==> src/sv/ksel_pkg.sv <==
// shared types and constants of the k smallest selector
package ksel_pkg;

    // data and register widths
    localparam int VALUE_W = 32;
    localparam int KEEP_W  = 5;
    localparam int ADDR_W  = 3;
    localparam int DATA_W  = 32;

    // default depth of the cell chain
    localparam int K_MAX_DEFAULT = 16;

    // register map
    localparam logic [ADDR_W-1:0] ADDR_KEEP_COUNT = 3'h0;
    localparam logic [KEEP_W-1:0] KEEP_COUNT_RESET = 5'd16;

    // sequencer states
    typedef enum logic
    {
        ST_COLLECT,
        ST_DRAIN
    } state_t;

    // per-cycle control broadcast to every cell
    typedef struct packed
    {
        logic insert;
        logic shift;
    } cell_ctrl_t;

endpackage

==> src/sv/k_smallest_selector.sv <==
// top level: chain of sorting cells, drain sequencer and register port
//
//  channel  | signals                                    | timing
//  ---------+--------------------------------------------+-----------------------------
//  request  | start, busy, sample_value, set_end         | taken when start & !busy
//  result   | result_strobe, kept_value, run_end         | one cycle each, no stall
//  config   | psel, penable, pwrite, paddr, pwdata, ...  | write when penable, pready high
//
// a request is taken every cycle while values of a set are collected; each
// cell compares the new value in parallel and the whole chain shifts together.
// on a set end (with keep_count non-zero) busy is high while the chain shifts
// upwards; results appear at the top cell, largest first.
// reset empties the chain and sets keep_count to 16.
// the receiver cannot stall: every result is taken in the cycle it is shown.
module k_smallest_selector
    import ksel_pkg::*;
#(
    parameter int K_MAX = K_MAX_DEFAULT
)
(
    input  logic                       clk,
    input  logic                       rst_n,
    input  logic                       start,
    output logic                       busy,
    input  logic signed [VALUE_W-1:0]  sample_value,
    input  logic                       set_end,
    output logic                       result_strobe,
    output logic signed [VALUE_W-1:0]  kept_value,
    output logic                       run_end,
    input  logic                       psel,
    input  logic                       penable,
    input  logic                       pwrite,
    input  logic [ADDR_W-1:0]          paddr,
    input  logic [DATA_W-1:0]          pwdata,
    output logic [DATA_W-1:0]          prdata,
    output logic                       pready
);

    state_t                    state_reg;
    state_t                    state_next;
    logic [KEEP_W-1:0]         keep_count_reg;
    logic [KEEP_W-1:0]         keep_count_next;
    logic                      accept;
    logic                      last_left;
    cell_ctrl_t                ctrl;

    logic signed [VALUE_W-1:0] cell_value [K_MAX];
    logic                      cell_valid [K_MAX];
    logic                      cell_gt    [K_MAX];
    logic                      cell_limit [K_MAX];

    // register port
    assign pready = 1'b1;

    always_comb
    begin
        keep_count_next = keep_count_reg;
        if (psel && penable && pwrite && (paddr == ADDR_KEEP_COUNT))
        begin
            keep_count_next = pwdata[KEEP_W-1:0];
        end
    end

    always_comb
    begin
        prdata = '0;
        if (paddr == ADDR_KEEP_COUNT)
        begin
            prdata = {{(DATA_W-KEEP_W){1'b0}}, keep_count_reg};
        end
    end

    always_ff @(posedge clk or negedge rst_n)
    begin
        if (!rst_n)
        begin
            keep_count_reg <= KEEP_COUNT_RESET;
        end
        else
        begin
            keep_count_reg <= keep_count_next;
        end
    end

    // request handshake
    assign accept = start && !busy;

    // cell chain, cell 0 holds the smallest value
    genvar i;
    generate
        for (i = 0; i < K_MAX; i++)
        begin : g_cell
            localparam int unsigned IDX = i;

            assign cell_limit[i] = (32'(keep_count_reg) > IDX);

            if (i == 0)
            begin : g_first
                ksel_cell u_cell
                (
                    .clk        (clk),
                    .rst_n      (rst_n),
                    .ctrl       (ctrl),
                    .limit      (cell_limit[i]),
                    .in_value   (sample_value),
                    .prev_value (sample_value),
                    .prev_valid (ctrl.insert),
                    .prev_gt    (1'b0),
                    .value      (cell_value[i]),
                    .valid      (cell_valid[i]),
                    .gt         (cell_gt[i])
                );
            end
            else
            begin : g_rest
                ksel_cell u_cell
                (
                    .clk        (clk),
                    .rst_n      (rst_n),
                    .ctrl       (ctrl),
                    .limit      (cell_limit[i]),
                    .in_value   (sample_value),
                    .prev_value (cell_value[i-1]),
                    .prev_valid (cell_valid[i-1]),
                    .prev_gt    (cell_gt[i-1]),
                    .value      (cell_value[i]),
                    .valid      (cell_valid[i]),
                    .gt         (cell_gt[i])
                );
            end
        end

        // no value left below the top cell
        if (K_MAX > 1)
        begin : g_last_multi
            assign last_left = !cell_valid[K_MAX-2];
        end
        else
        begin : g_last_single
            assign last_left = 1'b1;
        end
    endgenerate

    // results come off the top of the chain
    assign kept_value    = cell_value[K_MAX-1];
    assign result_strobe = (state_reg == ST_DRAIN) && cell_valid[K_MAX-1];
    assign run_end       = result_strobe && last_left;

    // next state
    always_comb
    begin
        state_next = state_reg;
        case (state_reg)
            ST_COLLECT:
            begin
                if (accept && set_end && (keep_count_reg != '0))
                begin
                    state_next = ST_DRAIN;
                end
            end
            ST_DRAIN:
            begin
                if (run_end)
                begin
                    state_next = ST_COLLECT;
                end
            end
            default:
            begin
                state_next = ST_COLLECT;
            end
        endcase
    end

    // state outputs
    always_comb
    begin
        busy        = 1'b0;
        ctrl.insert = 1'b0;
        ctrl.shift  = 1'b0;
        case (state_reg)
            ST_COLLECT:
            begin
                ctrl.insert = accept;
            end
            ST_DRAIN:
            begin
                busy       = 1'b1;
                ctrl.shift = 1'b1;
            end
            default:
            begin
                busy = 1'b0;
            end
        endcase
    end

    always_ff @(posedge clk or negedge rst_n)
    begin
        if (!rst_n)
        begin
            state_reg <= ST_COLLECT;
        end
        else
        begin
            state_reg <= state_next;
        end
    end

endmodule

==> src/sv/ksel_cell.sv <==
// one cell of the sorted chain: holds one value and its valid flag
module ksel_cell
    import ksel_pkg::*;
(
    input  logic                       clk,
    input  logic                       rst_n,
    input  cell_ctrl_t                 ctrl,
    input  logic                       limit,
    input  logic signed [VALUE_W-1:0]  in_value,
    input  logic signed [VALUE_W-1:0]  prev_value,
    input  logic                       prev_valid,
    input  logic                       prev_gt,
    output logic signed [VALUE_W-1:0]  value,
    output logic                       valid,
    output logic                       gt
);

    logic signed [VALUE_W-1:0] value_reg;
    logic signed [VALUE_W-1:0] value_next;
    logic                      valid_reg;
    logic                      valid_next;

    // new request goes at or below this cell when the cell is empty or larger
    assign gt = !valid_reg || (value_reg > in_value);

    // insert keeps the chain sorted, shift moves everything one place up
    always_comb
    begin
        value_next = value_reg;
        valid_next = valid_reg;
        if (ctrl.insert)
        begin
            if (gt)
            begin
                value_next = prev_gt ? prev_value : in_value;
            end
            valid_next = limit && (valid_reg || prev_valid);
        end
        else if (ctrl.shift)
        begin
            value_next = prev_value;
            valid_next = prev_valid;
        end
    end

    // valid flag
    always_ff @(posedge clk or negedge rst_n)
    begin
        if (!rst_n)
        begin
            valid_reg <= 1'b0;
        end
        else
        begin
            valid_reg <= valid_next;
        end
    end

    // held value
    always_ff @(posedge clk)
    begin
        value_reg <= value_next;
    end

    assign value = value_reg;
    assign valid = valid_reg;

endmodule
==> config.mk <==
export PLATFORM = sky130hd
export DESIGN_NAME = k_smallest_selector
export DESIGN_NICKNAME = d
export VERILOG_FILES = /design/src/sv/ksel_pkg.sv /design/src/sv/k_smallest_selector.sv /design/src/sv/ksel_cell.sv
export SDC_FILE = /design/constraint.sdc
export NUM_CORES = 1
export LEC_CHECK = 0
export ABC_AREA = 1
export BUFFER_PORTS_ARGS = -buffer_cell sky130_fd_sc_hd__buf_2
export CAP_MARGIN = 0
export CORE_UTILIZATION = 64
export DETAILED_ROUTE_END_ITERATION = 16
export GPL_ROUTABILITY_DRIVEN = 0
export HOLD_SLACK_MARGIN = 0.12
export PLACE_DENSITY = 0.82
export SLEW_MARGIN = 15
export SYNTH_ARGS = -nofsm -noshare
export SYNTH_HDL_FRONTEND = slang
export SYNTH_SLANG_ARGS = --single-unit
==> constraint.sdc <==
create_clock -name clk -period 5.3 [get_ports clk]
set_input_delay 1.06 -clock clk [delete_from_list [all_inputs] [get_ports clk]]
set_output_delay 1.06 -clock clk [all_outputs]
set_load 0.1 [all_outputs]
==> results.json <==
{
  "post_cts_buffers": 0,
  "async_flop_share_pct": 4.12,
  "most-common-layout-cells": "nand2_1 (1,363), ha_1 (512), edfxtp_1 (512), nand3_1 (493), a21oi_1 (265)",
  "largest_reg_flops": 480,
  "mappedNetlistArea_um2": 36400,
  "clock-skew-final_ns": 0.0170,
  "areaGrowthSynthToFinish_pct": 6.40,
  "tritoncts": "done",
  "ys_ff_latch": 534,
  "vdd_drop_max_uv": 404,
  "synth_edf_count": 512,
  "drv_slew": 0,
  "grt_start_max_net_pins": 41,
  "final_nets": 4640,
  "finalSetupViolations": 0,
  "placedCellCount": 4750,
  "period_needed_ns": 4.22,
  "insertion_delay_ns": 0.63,
  "synth.distinct_cells": 43,
  "yosys_warnings": 0,
  "grt_pass1_wl_mm": 131,
  "die_area_um2": 57800,
  "start_util_pct": 64.7,
  "hp-class": "in2async",
  "grt_usage_pct": 28.0,
  "drive_gt1_share_pct": 7.68,
  "instances_no_fill": 4857,
  "p_per_area_nw_per_um2": 647,
  "first_iter_violations": 1896,
  "grt_pass1_vias": 27500,
  "synthCells": 4097,
  "cts_num_sinks": 534,
  "crit_path_end_kind": "flop",
  "core_area_um2": 56300,
  "antenna_found_initial": 0,
  "r2r_cells": 10,
  "crit_fanout": 34,
  "clk_transition_reported_paths_ns": 0.06,
  "layout_commonest_cell": "nand2_1",
  "start_kind": "input pin",
  "fin_tns_setup_ns": 0,
  "relSlewSlack_pct": 43.1,
  "crit_required_ns": 5.58,
  "worstSetupPathType": "in2reg",
  "ctsResizeCount": 0,
  "viasPerCell": 5.84,
  "synth_top_cell_area_share_pct": 42.3,
  "drv_cap": 0,
  "synth_top_area_cell": "edfxtp_1",
  "max_freq_mhz": 237,
  "ys_seq_area_share_pct": 43.8,
  "outcome": "complete, no violations",
  "io-pin-count": 142,
  "cts_buffer_depth": 3,
  "synth_area_per_cell_um2": 8.88,
  "cp.arrival_ns": 4.51,
  "wire_per_inst_um": 16.4,
  "fill_cells": 4165,
  "hold_viol_final": 0,
  "std_cell_rows": 87,
  "ctsHoldBuffers": 0,
  "drc_errors": 0,
  "min_period_over_period_pct": 79.7,
  "hpwl_mm": 62.3,
  "cts_buffers": 58,
  "netlist_top_cells_area": "edfxtp_1 (42%), ha_1 (18%), nand2_1 (14%)",
  "drt-total-wl_mm": 79.9,
  "htreeDepth": 2,
  "gr-total-overflow": 0,
  "antenna_cells": 0,
  "numPortBuffers": 86,
  "cts-root-buf": "clkbuf_16",
  "final_antenna_net_count": 0,
  "via_count": 28400,
  "worstMarginPinSlew_ns": 0.853,
  "p_leak_uw": 0.0182,
  "die_h_um": 240,
  "rsz0062_at_grt": "false",
  "ys.flop_type": "edfxtp_1",
  "die_w_um": 240,
  "dr.pass1.iters": 6
}
==> report_power, final <==
group	internal (µW)	total [µW]	switching (µW)
registers	8120	9250	1130
clock network	2340	4020	1680
logic	3620	11800	8170
==> stage by stage <==
stage / utilization [%] / area, µm² / hold slack (ns) / power [µW] / worst slack [ns]
after CTS: 68.8 / 38700 / 0.381 / 25100 / 1.16
after floorplan: - / 36500 / 0.479 / 18600 / 0.0493
after detailed placement: 65.5 / 36900 / 0.512 / 21000 / 0.514
after global placement: 65.5 / 36900 / 0.495 / 20300 / 0.651
final: 68.8 / 38700 / 0.401 / 25100 / 1.08
after global routing: 68.8 / 38700 / 0.413 / 27100 / 0.857
==> worst max-delay path, cell delays in order <==
cell,delay [ns]
buf_2,0.37
inv_1,0.45
ha_1,0.53
nand2_1,0.10
nor2_1,0.15
nand4_1,0.18
nor4_2,0.34
nand2_1,0.14
nand3_1,0.15
nand3_4,0.36
a21oi_4,0.23
buf_4,0.37
==> layout make-up <==
cell class	instances	area, µm²	share of cell area, %
Sequential cell	534	15900	41.1
Clock inverter	29	258	0.666
Multi-Input combinational cell	3153	18500	47.8
Clock buffer	78	1600	4.13
Tap cell	756	946	2.44
Inverter	167	627	1.62
Timing Repair Buffer	140	836	2.16
==> synth_stat cells (2+ instances only) <==
cell	n
nand2_1	1363
conb_1	2
clkbuf_1	117
nor4_1	2
inv_1	163
dfrtp_1	21
nand3_4	4
nor3_2	5
o21a_1	30
edfxtp_1	512
buf_2	50
nand4_1	85
nor2_1	147
nor2_2	13
o21bai_1	7
inv_2	2
o22ai_1	8
a21oi_1	279
o211ai_1	14
nor3_1	12
a21o_1	2
buf_4	65
clkinv_1	2
nand2_2	17
nand3_1	493
o21ai_0	90
nand2_4	18
nor4_2	8
nand3_2	4
buf_6	36
ha_1	512
nor3b_2	3
==> logic make-up (layout without fill, tap and decap cells) <==
logic type / count (synthesis) / count (layout) / share of synthesized area [%]
other: 2 / 28 / 0.0206
adders and majority gates: 512 / 512 / 17.6
DFF: 534 / 534 / 43.8
and+or+nand+nor: 2179 / 2179 / 26.1
AOI/OAI and AO/OA: 434 / 434 / 6.40
buffers and inverters: 436 / 414 / 6.09
==> path summary, 6_finish.rpt <==
check / endpoint / slack [ns] / startpoint
max: g_cell[2].g_rest.u_cell.value[6] / 1.08 / sample_value[31]
min: g_cell[6].g_rest.u_cell.valid / 0.40 / rst_n
max reg2reg: g_cell[2].g_rest.u_cell.value[6] / 2.12 / g_cell[2].g_rest.u_cell.value[31]
min reg2reg: g_cell[3].g_rest.u_cell.valid / 0.52 / g_cell[2].g_rest.u_cell.valid
max in group asynchronous: keep_count_reg[4] / 4.53 / rst_n
min in group clk: g_cell[3].g_rest.u_cell.valid / 0.52 / g_cell[2].g_rest.u_cell.valid
==> metal layers <==
| layer | GRT usage (%) | up-vias | wire length (µm) |
|---|---|---|---|
| li1 | - | 14100 | - |
| met1 | 33.3 | 13100 | 32400 |
| met2 | 51.6 | 966 | 40300 |
| met3 | 3.71 | 151 | 4920 |
| met4 | 9.50 | 0 | 2240 |
| met5 | 0 | - | 0 |
Power figures use the tool's default switching activity.
